### src/hdl/pgsf_pkg.sv
// ----------------------------------------------------------------------------
// pgsf_pkg
// Shared constants and controller/datapath interface types for the
// polygon scanline span fill unit.
// ----------------------------------------------------------------------------
`default_nettype none

package pgsf_pkg;

  localparam int MaxVertices = 16;
  localparam int CoordBits   = 12;
  localparam int MaxResults  = 8;
  localparam int IdxBits     = $clog2(MaxVertices);
  localparam int CntBits     = $clog2(MaxVertices + 1);
  localparam int ResBits     = $clog2(MaxResults + 1);
  localparam int ErrBits     = 16;
  localparam int CfgIdxBits  = 3;

  localparam logic [CfgIdxBits-1:0] CfgClipEnable = 3'd0;
  localparam logic [CfgIdxBits-1:0] CfgClipLeft   = 3'd1;
  localparam logic [CfgIdxBits-1:0] CfgClipTop    = 3'd2;
  localparam logic [CfgIdxBits-1:0] CfgClipWidth  = 3'd3;
  localparam logic [CfgIdxBits-1:0] CfgClipHeight = 3'd4;

  localparam logic [1:0] EsUnused   = 2'd0;
  localparam logic [1:0] EsWaiting  = 2'd1;
  localparam logic [1:0] EsActive   = 2'd2;
  localparam logic [1:0] EsFinished = 2'd3;

  typedef logic signed [CoordBits-1:0] coord_t;

  typedef struct packed {
    logic vtx_load;
    logic row_start;
    logic idle_out;
    logic close_step;
    logic scan_edge;
    logic adv_step;
    logic adv_done;
    logic emit_pair;
    logic row_end;
  } cmd_t;

  typedef struct packed {
    logic out_free;
    logic filling;
    logic close_end;
    logic edge_live;
    logic k_last;
    logic adv_loop;
    logic pair_avail;
    logic span_hold;
  } sts_t;

endpackage

`default_nettype wire

### src/hdl/pgsf_ctrl.sv
// ----------------------------------------------------------------------------
// pgsf_ctrl
// Sequencer for vertex loading, polygon closing and the per-row edge scan,
// Bresenham advance and span emission.
// ----------------------------------------------------------------------------
`default_nettype none

module pgsf_ctrl (
  input  wire logic          clk_i,
  input  wire logic          rst_ni,
  input  wire logic          in_valid_i,
  output logic               in_ready_o,
  input  wire logic          operation_i,
  input  wire logic          last_vertex_i,
  input  wire pgsf_pkg::sts_t sts_i,
  output pgsf_pkg::cmd_t     cmd_o
);
  import pgsf_pkg::*;

  localparam logic [2:0] ST_IDLE  = 3'd0;
  localparam logic [2:0] ST_CLOSE = 3'd1;
  localparam logic [2:0] ST_SCAN  = 3'd2;
  localparam logic [2:0] ST_ADV   = 3'd3;
  localparam logic [2:0] ST_EMIT  = 3'd4;
  localparam logic [2:0] ST_FINAL = 3'd5;

  logic [2:0] state_q, state_d;
  logic       in_acc;

  assign in_ready_o = (state_q == ST_IDLE) && sts_i.out_free;
  assign in_acc     = in_valid_i && in_ready_o;

  always_comb begin
    state_d = state_q;
    cmd_o   = '0;
    unique case (state_q)
      ST_IDLE: begin
        if (in_acc) begin
          if (!operation_i) begin
            cmd_o.vtx_load = 1'b1;
            if (last_vertex_i) state_d = ST_CLOSE;
          end else if (!sts_i.filling) begin
            cmd_o.idle_out = 1'b1;
          end else begin
            cmd_o.row_start = 1'b1;
            state_d = ST_SCAN;
          end
        end
      end
      ST_CLOSE: begin
        cmd_o.close_step = 1'b1;
        if (sts_i.close_end) state_d = ST_IDLE;
      end
      ST_SCAN: begin
        cmd_o.scan_edge = 1'b1;
        if (sts_i.edge_live) state_d = ST_ADV;
        else if (sts_i.k_last) state_d = ST_EMIT;
      end
      ST_ADV: begin
        if (sts_i.adv_loop) begin
          cmd_o.adv_step = 1'b1;
        end else begin
          cmd_o.adv_done = 1'b1;
          state_d = sts_i.k_last ? ST_EMIT : ST_SCAN;
        end
      end
      ST_EMIT: begin
        if (!sts_i.pair_avail) state_d = ST_FINAL;
        else if (!sts_i.span_hold) cmd_o.emit_pair = 1'b1;
      end
      ST_FINAL: begin
        if (sts_i.out_free) begin
          cmd_o.row_end = 1'b1;
          state_d = ST_IDLE;
        end
      end
      default: state_d = ST_IDLE;
    endcase
  end

  always_ff @(posedge clk_i or negedge rst_ni) begin
    if (!rst_ni) begin
      state_q <= ST_IDLE;
    end else begin
      state_q <= state_d;
    end
  end

  a_one_cmd: assert property (@(posedge clk_i) disable iff (!rst_ni) $onehot0(cmd_o))
    else $error("more than one datapath command");
  a_adv_entry: assert property (@(posedge clk_i) disable iff (!rst_ni)
    state_q == ST_ADV |-> ($past(state_q) == ST_SCAN || $past(state_q) == ST_ADV))
    else $error("advance entered without scan");
  a_scan_fill: assert property (@(posedge clk_i) disable iff (!rst_ni)
    state_q == ST_SCAN |-> sts_i.filling)
    else $error("row scan outside fill mode");

endmodule

`default_nettype wire

### src/hdl/pgsf_datapath.sv
// ----------------------------------------------------------------------------
// pgsf_datapath
// Vertex store, edge records, sorted active column list, Bresenham stepper,
// span clipping and the output register.
// ----------------------------------------------------------------------------
`default_nettype none

module pgsf_datapath (
  input  wire logic                                clk_i,
  input  wire logic                                rst_ni,
  input  wire pgsf_pkg::cmd_t                      cmd_i,
  output pgsf_pkg::sts_t                           sts_o,
  input  wire logic                                cfg_valid_i,
  input  wire logic [pgsf_pkg::CfgIdxBits-1:0]     cfg_index_i,
  input  wire logic [pgsf_pkg::CoordBits-1:0]      cfg_data_i,
  input  wire logic signed [pgsf_pkg::CoordBits-1:0] vertex_x_i,
  input  wire logic signed [pgsf_pkg::CoordBits-1:0] vertex_y_i,
  input  wire logic                                last_vertex_i,
  output logic                                     out_valid_o,
  input  wire logic                                out_ready_i,
  output logic signed [pgsf_pkg::CoordBits-1:0]    span_row_o,
  output logic signed [pgsf_pkg::CoordBits-1:0]    span_start_o,
  output logic signed [pgsf_pkg::CoordBits-1:0]    span_end_o,
  output logic                                     span_valid_o,
  output logic                                     last_of_row_o,
  output logic                                     polygon_done_o
);
  import pgsf_pkg::*;

  localparam int Cb = CoordBits;

  // configuration
  logic         clip_en_q;
  coord_t       clip_left_q, clip_top_q;
  logic [Cb-1:0] clip_w_q, clip_h_q;

  // vertex store
  coord_t vcol_q [MaxVertices];
  coord_t vrow_q [MaxVertices];
  logic [CntBits-1:0] vcount_q;

  // edge records
  coord_t e_start_q [MaxVertices];
  coord_t e_end_q   [MaxVertices];
  coord_t e_col_q   [MaxVertices];
  logic [Cb:0] e_tdx_q [MaxVertices];
  logic [Cb:0] e_tdy_q [MaxVertices];
  logic        e_left_q [MaxVertices];
  logic signed [ErrBits-1:0] e_err_q [MaxVertices];
  logic [1:0]  e_state_q [MaxVertices];

  coord_t cur_row_q, low_q, high_q;
  logic   filling_q;

  // close walk
  logic [CntBits-1:0] ci_q;
  coord_t first_col_q, first_row_q, prev_col_q, prev_row_q;

  // row walk
  logic [IdxBits-1:0] k_q;
  coord_t wx_q;
  logic signed [ErrBits-1:0] wf_q;
  logic [Cb:0] wtdx_q, wtdy_q;
  logic wleft_q;
  coord_t cols_q [MaxVertices];
  logic [CntBits-1:0] nact_q;
  logic [ResBits-1:0] nres_q;
  logic   pend_q;
  coord_t pa_q, pb_q;

  // output register
  logic   out_valid_q;
  coord_t o_row_q, o_start_q, o_end_q;
  logic   o_sv_q, o_last_q, o_done_q;

  // ---------------- close: edge builder ----------------
  coord_t cv_col, cv_row, ea_col, ea_row, eb_col, eb_row;
  coord_t b_start, b_end, b_col;
  logic signed [Cb:0] b_dx, b_dy;
  logic [Cb:0] b_adx;
  logic signed [Cb+1:0] b_err;
  logic b_horiz, close_end;
  logic [IdxBits-1:0] widx;

  assign cv_col    = vcol_q[ci_q[IdxBits-1:0]];
  assign cv_row    = vrow_q[ci_q[IdxBits-1:0]];
  assign close_end = (ci_q == vcount_q);
  assign ea_col    = prev_col_q;
  assign ea_row    = prev_row_q;
  assign eb_col    = close_end ? first_col_q : cv_col;
  assign eb_row    = close_end ? first_row_q : cv_row;
  assign widx      = IdxBits'(ci_q - CntBits'(1));

  always_comb begin
    b_horiz = (ea_row == eb_row);
    if (ea_row < eb_row) begin
      b_start = ea_row;
      b_end   = eb_row;
      b_col   = ea_col;
      b_dx    = {eb_col[Cb-1], eb_col} - {ea_col[Cb-1], ea_col};
      b_dy    = {eb_row[Cb-1], eb_row} - {ea_row[Cb-1], ea_row};
    end else begin
      b_start = eb_row;
      b_end   = ea_row;
      b_col   = eb_col;
      b_dx    = {ea_col[Cb-1], ea_col} - {eb_col[Cb-1], eb_col};
      b_dy    = {ea_row[Cb-1], ea_row} - {eb_row[Cb-1], eb_row};
    end
    b_adx = b_dx[Cb] ? (Cb+1)'(-b_dx) : b_dx;
    if ($signed({1'b0, b_adx}) > $signed({b_dy[Cb], b_dy})) begin
      b_err = $signed({b_dy[Cb], b_dy}) - $signed({1'b0, b_adx});
    end else begin
      b_err = $signed({1'b0, b_adx}) - $signed({b_dy[Cb], b_dy});
    end
  end

  // ---------------- scan: state update and sorted insert ----------------
  logic [1:0] s_old, s_new;
  coord_t     s_col;
  logic       s_live;
  logic [MaxVertices-1:0] le;
  coord_t     ins_cols [MaxVertices];

  assign s_old = e_state_q[k_q];
  assign s_col = e_col_q[k_q];

  always_comb begin
    s_new = s_old;
    if (s_new == EsWaiting && e_start_q[k_q] == cur_row_q) s_new = EsActive;
    if (s_new == EsActive && e_end_q[k_q] == cur_row_q) s_new = EsFinished;
    s_live = (s_new == EsActive);
  end

  always_comb begin
    for (int i = 0; i < MaxVertices; i++) begin
      le[i] = (CntBits'(i) < nact_q) && (cols_q[i] <= s_col);
    end
    for (int i = 0; i < MaxVertices; i++) begin
      if (le[i]) ins_cols[i] = cols_q[i];
      else if (i == 0) ins_cols[i] = s_col;
      else if (le[i-1]) ins_cols[i] = s_col;
      else ins_cols[i] = cols_q[i-1];
    end
  end

  // ---------------- Bresenham step ----------------
  coord_t step_x, fin_x;
  logic signed [ErrBits-1:0] fin_f, tdx_s, tdy_s;
  logic steep_x, adv_loop;

  assign step_x  = wleft_q ? wx_q - Cb'(1) : wx_q + Cb'(1);
  assign tdx_s   = ErrBits'(wtdx_q);
  assign tdy_s   = ErrBits'(wtdy_q);
  assign steep_x = wtdx_q > wtdy_q;
  assign adv_loop = steep_x && wf_q[ErrBits-1] && (wtdy_q != '0);

  always_comb begin
    fin_x = wx_q;
    if (steep_x) begin
      fin_f = wf_q - tdx_s;
    end else if (!wf_q[ErrBits-1]) begin
      fin_x = step_x;
      fin_f = wf_q - tdy_s + tdx_s;
    end else begin
      fin_f = wf_q + tdx_s;
    end
  end

  // ---------------- span clip ----------------
  logic signed [Cb+1:0] r_w, top_w, bot_w, left_w, right_w, a_w, b_w, ca, cb;
  logic row_in, span_ok, done_row, out_free, out_load;
  coord_t ld_row, ld_start, ld_end;
  logic ld_sv, ld_last, ld_done;

  always_comb begin
    r_w     = (Cb+2)'(cur_row_q);
    top_w   = (Cb+2)'(clip_top_q);
    bot_w   = top_w + $signed({2'b00, clip_h_q});
    left_w  = (Cb+2)'(clip_left_q);
    right_w = left_w + $signed({2'b00, clip_w_q}) - (Cb+2)'(1);
    a_w     = (Cb+2)'(cols_q[0]);
    b_w     = (Cb+2)'(cols_q[1]);
    ca      = a_w;
    cb      = b_w;
    row_in  = 1'b1;
    if (clip_en_q) begin
      row_in = (r_w >= top_w) && (r_w < bot_w);
      if (a_w < left_w) ca = left_w;
      if (b_w > right_w) cb = right_w;
    end
    span_ok = row_in && (ca <= cb);
  end

  assign done_row = (cur_row_q >= high_q);
  assign out_free = !out_valid_q || out_ready_i;

  always_comb begin
    out_load = 1'b0;
    ld_row   = '0;
    ld_start = '0;
    ld_end   = '0;
    ld_sv    = 1'b0;
    ld_last  = 1'b0;
    ld_done  = 1'b0;
    if (cmd_i.idle_out) begin
      out_load = 1'b1;
      ld_last  = 1'b1;
      ld_done  = 1'b1;
    end else if (cmd_i.emit_pair && span_ok && pend_q) begin
      out_load = 1'b1;
      ld_row   = cur_row_q;
      ld_start = pa_q;
      ld_end   = pb_q;
      ld_sv    = 1'b1;
    end else if (cmd_i.row_end) begin
      out_load = 1'b1;
      ld_row   = cur_row_q;
      ld_last  = 1'b1;
      ld_done  = done_row;
      if (pend_q) begin
        ld_start = pa_q;
        ld_end   = pb_q;
        ld_sv    = 1'b1;
      end
    end
  end

  // ---------------- status ----------------
  assign sts_o.out_free   = out_free;
  assign sts_o.filling    = filling_q;
  assign sts_o.close_end  = close_end;
  assign sts_o.edge_live  = s_live;
  assign sts_o.k_last     = (k_q == IdxBits'(MaxVertices - 1));
  assign sts_o.adv_loop   = adv_loop;
  assign sts_o.pair_avail = (nact_q >= CntBits'(2)) && (nres_q < ResBits'(MaxResults));
  assign sts_o.span_hold  = span_ok && pend_q && !out_free;

  // ---------------- control registers ----------------
  always_ff @(posedge clk_i or negedge rst_ni) begin
    if (!rst_ni) begin
      clip_en_q   <= 1'b0;
      clip_left_q <= '0;
      clip_top_q  <= '0;
      clip_w_q    <= '0;
      clip_h_q    <= '0;
      vcount_q    <= '0;
      cur_row_q   <= '0;
      low_q       <= '0;
      high_q      <= '0;
      filling_q   <= 1'b0;
      ci_q        <= '0;
      k_q         <= '0;
      nact_q      <= '0;
      nres_q      <= '0;
      pend_q      <= 1'b0;
      out_valid_q <= 1'b0;
      for (int i = 0; i < MaxVertices; i++) e_state_q[i] <= EsUnused;
    end else begin
      if (cfg_valid_i) begin
        unique case (cfg_index_i)
          CfgClipEnable: clip_en_q   <= cfg_data_i[0];
          CfgClipLeft:   clip_left_q <= cfg_data_i;
          CfgClipTop:    clip_top_q  <= cfg_data_i;
          CfgClipWidth:  clip_w_q    <= cfg_data_i;
          CfgClipHeight: clip_h_q    <= cfg_data_i;
          default: ;
        endcase
      end

      if (out_load) out_valid_q <= 1'b1;
      else if (out_ready_i) out_valid_q <= 1'b0;

      if (cmd_i.vtx_load) begin
        if (filling_q) begin
          filling_q <= 1'b0;
          vcount_q  <= CntBits'(1);
        end else if (vcount_q < CntBits'(MaxVertices)) begin
          vcount_q  <= vcount_q + CntBits'(1);
        end
        if (filling_q || last_vertex_i) begin
          for (int i = 0; i < MaxVertices; i++) e_state_q[i] <= EsUnused;
        end
        ci_q <= '0;
      end

      if (cmd_i.close_step) begin
        if (!close_end) begin
          ci_q <= ci_q + CntBits'(1);
          if (ci_q == '0) begin
            low_q  <= cv_row;
            high_q <= cv_row;
          end else begin
            if (cv_row < low_q) low_q <= cv_row;
            if (cv_row > high_q) high_q <= cv_row;
            if (!b_horiz) e_state_q[widx] <= EsWaiting;
          end
        end else begin
          filling_q <= 1'b1;
          vcount_q  <= '0;
          if (vcount_q == '0) begin
            low_q     <= '0;
            high_q    <= '0;
            cur_row_q <= '0;
          end else begin
            cur_row_q <= low_q;
            if (!b_horiz) e_state_q[widx] <= EsWaiting;
          end
        end
      end

      if (cmd_i.row_start) begin
        k_q    <= '0;
        nact_q <= '0;
        nres_q <= '0;
        pend_q <= 1'b0;
      end

      if (cmd_i.scan_edge) begin
        e_state_q[k_q] <= s_new;
        if (s_live) nact_q <= nact_q + CntBits'(1);
        else k_q <= k_q + IdxBits'(1);
      end

      if (cmd_i.adv_done) k_q <= k_q + IdxBits'(1);

      if (cmd_i.emit_pair) begin
        nact_q <= nact_q - CntBits'(2);
        if (span_ok) begin
          pend_q <= 1'b1;
          nres_q <= nres_q + ResBits'(1);
        end
      end

      if (cmd_i.row_end) begin
        if (done_row) begin
          filling_q <= 1'b0;
          vcount_q  <= '0;
          for (int i = 0; i < MaxVertices; i++) e_state_q[i] <= EsUnused;
        end else begin
          cur_row_q <= cur_row_q + Cb'(1);
        end
      end
    end
  end

  // ---------------- payload registers ----------------
  always_ff @(posedge clk_i) begin
    if (cmd_i.vtx_load) begin
      if (filling_q) begin
        vcol_q[0] <= vertex_x_i;
        vrow_q[0] <= vertex_y_i;
      end else if (vcount_q < CntBits'(MaxVertices)) begin
        vcol_q[vcount_q[IdxBits-1:0]] <= vertex_x_i;
        vrow_q[vcount_q[IdxBits-1:0]] <= vertex_y_i;
      end
    end

    if (cmd_i.close_step && !close_end) begin
      prev_col_q <= cv_col;
      prev_row_q <= cv_row;
      if (ci_q == '0) begin
        first_col_q <= cv_col;
        first_row_q <= cv_row;
      end
    end

    if (cmd_i.close_step && (!close_end || vcount_q != '0) && ci_q != '0 && !b_horiz) begin
      e_start_q[widx] <= b_start;
      e_end_q[widx]   <= b_end;
      e_col_q[widx]   <= b_col;
      e_left_q[widx]  <= b_dx[Cb];
      e_tdx_q[widx]   <= {b_adx[Cb-1:0], 1'b0};
      e_tdy_q[widx]   <= {b_dy[Cb-1:0], 1'b0};
      e_err_q[widx]   <= ErrBits'(b_err);
    end

    if (cmd_i.scan_edge && s_live) begin
      for (int i = 0; i < MaxVertices; i++) cols_q[i] <= ins_cols[i];
      wx_q    <= s_col;
      wf_q    <= e_err_q[k_q];
      wtdx_q  <= e_tdx_q[k_q];
      wtdy_q  <= e_tdy_q[k_q];
      wleft_q <= e_left_q[k_q];
    end

    if (cmd_i.adv_step) begin
      wx_q <= step_x;
      wf_q <= wf_q + tdy_s;
    end

    if (cmd_i.adv_done) begin
      e_col_q[k_q] <= fin_x;
      e_err_q[k_q] <= fin_f;
    end

    if (cmd_i.emit_pair) begin
      for (int i = 0; i < MaxVertices - 2; i++) cols_q[i] <= cols_q[i+2];
      if (span_ok) begin
        pa_q <= Cb'(ca);
        pb_q <= Cb'(cb);
      end
    end

    if (out_load) begin
      o_row_q   <= ld_row;
      o_start_q <= ld_start;
      o_end_q   <= ld_end;
      o_sv_q    <= ld_sv;
      o_last_q  <= ld_last;
      o_done_q  <= ld_done;
    end
  end

  assign out_valid_o    = out_valid_q;
  assign span_row_o     = o_row_q;
  assign span_start_o   = o_start_q;
  assign span_end_o     = o_end_q;
  assign span_valid_o   = o_sv_q;
  assign last_of_row_o  = o_last_q;
  assign polygon_done_o = o_done_q;

endmodule

`default_nettype wire

### src/hdl/polygon_scanline_span_fill_unit.sv
// ----------------------------------------------------------------------------
// polygon_scanline_span_fill_unit
// Scanline polygon filler: loads vertices, builds Bresenham edge records and
// emits clipped inclusive spans one row step at a time.
// ----------------------------------------------------------------------------
// A vertex item needs only its acceptance; the vertex that closes the polygon
// adds a closing walk over the stored vertices. A row step is accepted, scans
// the edge slots, updates each active edge by Bresenham (stepping column by
// column in a loop for shallow edges, with no loop for steep ones), emits the
// column pairs in turn, finishes the row and waits while the output is held;
// it gives one to eight result items through a registered output.
`default_nettype none

module polygon_scanline_span_fill_unit (
  input  wire logic                                  clk_i,
  input  wire logic                                  rst_ni,
  input  wire logic                                  in_valid_i,
  output logic                                       in_ready_o,
  input  wire logic                                  operation_i,
  input  wire logic signed [pgsf_pkg::CoordBits-1:0] vertex_x_i,
  input  wire logic signed [pgsf_pkg::CoordBits-1:0] vertex_y_i,
  input  wire logic                                  last_vertex_i,
  output logic                                       out_valid_o,
  input  wire logic                                  out_ready_i,
  output logic signed [pgsf_pkg::CoordBits-1:0]      span_row_o,
  output logic signed [pgsf_pkg::CoordBits-1:0]      span_start_o,
  output logic signed [pgsf_pkg::CoordBits-1:0]      span_end_o,
  output logic                                       span_valid_o,
  output logic                                       last_of_row_o,
  output logic                                       polygon_done_o,
  input  wire logic                                  cfg_valid_i,
  output logic                                       cfg_ready_o,
  input  wire logic [pgsf_pkg::CfgIdxBits-1:0]       cfg_index_i,
  input  wire logic [pgsf_pkg::CoordBits-1:0]        cfg_data_i
);
  import pgsf_pkg::*;

  cmd_t cmd;
  sts_t sts;

  assign cfg_ready_o = 1'b1;

  pgsf_ctrl u_ctrl (
    .clk_i         (clk_i),
    .rst_ni        (rst_ni),
    .in_valid_i    (in_valid_i),
    .in_ready_o    (in_ready_o),
    .operation_i   (operation_i),
    .last_vertex_i (last_vertex_i),
    .sts_i         (sts),
    .cmd_o         (cmd)
  );

  pgsf_datapath u_dp (
    .clk_i          (clk_i),
    .rst_ni         (rst_ni),
    .cmd_i          (cmd),
    .sts_o          (sts),
    .cfg_valid_i    (cfg_valid_i),
    .cfg_index_i    (cfg_index_i),
    .cfg_data_i     (cfg_data_i),
    .vertex_x_i     (vertex_x_i),
    .vertex_y_i     (vertex_y_i),
    .last_vertex_i  (last_vertex_i),
    .out_valid_o    (out_valid_o),
    .out_ready_i    (out_ready_i),
    .span_row_o     (span_row_o),
    .span_start_o   (span_start_o),
    .span_end_o     (span_end_o),
    .span_valid_o   (span_valid_o),
    .last_of_row_o  (last_of_row_o),
    .polygon_done_o (polygon_done_o)
  );

endmodule

`default_nettype wire

### config.mk
export PLATFORM = sky130hd
export DESIGN_NAME = polygon_scanline_span_fill_unit
export DESIGN_NICKNAME = d
export VERILOG_FILES = /design/src/hdl/pgsf_pkg.sv /design/src/hdl/pgsf_ctrl.sv /design/src/hdl/pgsf_datapath.sv /design/src/hdl/polygon_scanline_span_fill_unit.sv
export SDC_FILE = /design/constraint.sdc
export NUM_CORES = 2
export LEC_CHECK = 0
export ABC_AREA = 1
export ABC_CLOCK_PERIOD_IN_PS = 11240
export BUFFER_PORTS_ARGS = -buffer_cell sky130_fd_sc_hd__buf_2
export CAP_MARGIN = 20
export CORE_AREA = 2 2 400 402
export CTS_CLUSTER_SIZE = 12
export DETAILED_ROUTE_END_ITERATION = 10
export DIE_AREA = 0 0 402 404
export PLACE_DENSITY = 0.81
export SLEW_MARGIN = 20
export SYNTH_ARGS = -nofsm -noshare
export SYNTH_HDL_FRONTEND = slang
export SYNTH_SLANG_ARGS = --single-unit
### constraint.sdc
create_clock -name clk_i -period 11.24 [get_ports clk_i]
set_input_delay 2.248 -clock clk_i [delete_from_list [all_inputs] [get_ports clk_i]]
set_output_delay 2.248 -clock clk_i [all_outputs]
set_load 0.02 [all_outputs]
==> impl_metrics.toml <==
[global_route]
gr-total-overflow = 0
grt_max_degree = 189
antenna_found_initial = 10
grt_pass1_vias = 74507
grt_pass1_wl_mm = 433.6
grtUsageTotal_pct = 34.98

[clocking]
cts_buffers = 210
cts_resized = 0
cts_max_path_buffers = 3
cts_setup_buffers = 0
path_clk_slew_ns = 0.06
hold_buffers = 0
htree_levels = 4
cts.sinks = 2101
cts_tree = "built"
clkLatencyLatePin_ns = 0.89
cts_root_buf = "clkbuf_16"

[routing]
wl_mm = 288.9
wl_per_cell_um = 23.86
drt_pass1_iterations = 9
antenna_left = 0
vias = 77473
drt_iter0_drc = 11318
viasPerCell = 6.398
drc = 0

[setup_path]
rr_worst_depth = 36
start_kind = "flip-flop"
end_kind = "flip-flop"
max_stage_delay_ns = 0.84
rr_startpoint = "u_dp.ci_q[1]$_DFF_PN0_"
critPathKind = "reg2reg"
cp_slowest_cell = "buf_4"
reg2reg_slack_ns = 1.24
path_common_cell = "nand2_1"
cp.required_ns = 11.72
crit_buf_inv = 9
cp_max_fo = 104
timing.rr.end = "u_dp.e_err_q[6][1]$_DFFE_PP_"
crit_family = "buffers and inverters"
arrival_ns = 10.48
crit_start = "u_dp.ci_q[1]$_DFF_PN0_"

[layout]
area_growth_pct = 8.966
final_nets = 10461
final_common_cell = "edfxtp_1"
drive_above_1_share_pct = 6.431
final_cell_mix = "edfxtp_1, nand2_1, o21ai_0, nor2_1, inv_1"
fillerInstances = 10793

[timing]
rsz0062_at_grt = "no"
max_freq_ghz = 0.09996
final_max_slew_viol_count = 0
fin_crit_ns = 10.00
tns_ns = 0
setup_viol = 0
maxSlewHeadroom_pct = 21.01
hold_slack_ns = 0.4905
finalCritPeriodShare_pct = 89.00
worst_pin_slew_ns = 1.185
finalHoldViolations = 0
fin_skew_ns = 0.09792

[die]
rows = 146
die_w_um = 402
die_h_um = 404
die-area_um2 = 162400
pin_count = 88
core_area_um2 = 157800
start_util_pct = 64.82

[placed_design]
portBuffers = 86
place_congestion = 0.9834
post-dp-hpwl_mm = 175.0

[synthesis]
ys_ff_latch = 2101
ys.flop_type = "edfxtp_1"
synth_edf_count = 1955
synth_area_um2 = 102300
synthCells = 9915
yosys_warnings = 0
syn_nets = 10486
synth_cell_types = 62
async_reset_ff_share_pct = 6.949
seq_area_frac_synth_pct = 60.96
syn_area_per_cell_um2 = 10.32

[min_path]
min_from = "u_dp.clip_w_q[6]$_DFFE_PN0P_"
min_path_type = "reg2reg"
holdPathStages = 2
hold_path_end = "u_dp.clip_w_q[6]$_DFFE_PN0P_"

[run]
maxCapViolations = 0

[outcome]
status = "completed"
## routing by layer
layer	routed length [um]	track usage, %
met1	106900	46.91
met2	134100	55.72
met3	32240	5.857
met4	15640	17.68
met5	40	0
## cells by family after synthesis
kind of cell / Yosys count / share of synthesized area, %
flip-flops: 2101 / 60.96
XOR/XNOR: 151 / 1.293
other: 1 / 0.003666
AND/OR/NAND/NOR: 3501 / 13.60
buffers and inverters: 1273 / 4.918
AO/OA/AOI/OAI: 2359 / 12.58
adder cells (fa/ha/maj): 525 / 6.612
multiplexers: 4 / 0.03914
## area by class of cell
cell class	count	area, um^2	share of cell area, %
diodes	7	17.52	0.01571
clock buffers	294	5690	5.105
clock inverters	58	755.7	0.6779
inverters	776	2949	2.646
multi-input cells	6541	35270	31.64
flip-flops and latches	2101	62370	55.95
well taps	2072	2592	2.326
repair buffers	260	1826	1.638
## metrics by stage
stage               util (%)  worst slack (ns)  instance area, um^2  cells
floorplan                  -             3.997               102300   9915
global placement       66.48             1.718               104900  11745
detailed placement     66.50             1.417               105000  11748
CTS                    70.58             1.384               111400  12100
global route           70.62            0.2271               111500  12103
finish                 70.63             1.236               111500  12109
## how the worst max path moves through the flow
stage                                                to  slack [ns]  cells past startpoint
final                      u_dp.e_err_q[6][1]$_DFFE_PP_        1.24                     36
after global routing       u_dp.e_err_q[6][1]$_DFFE_PP_        0.23                     36
after CTS                  u_dp.e_err_q[6][5]$_DFFE_PP_        1.38                     36
after detailed placement   u_dp.e_err_q[2][5]$_DFFE_PP_        1.42                     36
after global placement     u_dp.e_err_q[2][5]$_DFFE_PP_        1.72                     36
after floorplan           u_dp.e_end_q[10][0]$_DFFE_PP_        4.00                     24
## tightest hold or removal path: cells and delay by family (launching register included)
family | cells | cell delay, ns
flip-flops | 1 | 0.34
AND/OR/NAND/NOR | 1 | 0.05
AO/OA/AOI/OAI | 1 | 0.06
## synth_stat cells (4+ instances only)
master	number	area (um^2)
nor4_1	5	31.28
a21oi_1	393	1967
o21bai_1	10	75.07
a221oi_1	11	96.34
nor2_1	1134	4257
a22o_1	12	105.1
o221ai_1	51	446.7
buf_1	20	75.07
inv_2	17	63.81
or2_2	19	118.9
a21boi_0	18	135.1
buf_2	104	520.5
xor2_1	117	1025
clkinv_1	11	41.29
nand2_1	1902	7139
nand3_1	290	1451
clkbuf_1	348	1306
nor3_1	52	260.3
o21ai_0	1392	6967
o21a_1	8	60.06
a211oi_1	4	30.03
buf_4	18	135.1
mux2i_1	4	40.04
o211ai_1	33	247.7
dfrtp_1	146	3654
a21o_1	11	82.58
o22ai_1	297	1858
buf_6	7	78.83
nand4_1	81	506.7
xnor2_1	34	297.8
edfxtp_1	1955	58710
ha_1	499	6243
o21ai_1	54	270.3
o2111ai_1	6	52.55
inv_1	747	2804
o41ai_1	12	105.1
a31oi_1	15	93.84
fa_1	26	520.5
a32oi_1	15	131.4
o31ai_1	8	60.06
## state kept, by name, summed over array words and instances, names as in the netlist, 15 cells and up
signal and count:
u_dp.vrow_q 192, u_dp.wf_q 15, u_dp.e_state_q 32, u_dp.e_end_q 192, u_dp.cols_q 192, u_dp.e_tdx_q 192, u_dp.e_left_q 16, u_dp.e_col_q 192
u_dp.e_start_q 192, u_dp.e_tdy_q 192, u_dp.vcol_q 192, u_dp.e_err_q 240
Power is not shown: default switching activity piles up to over one toggle a cycle in this logic, so the estimate is an artifact.
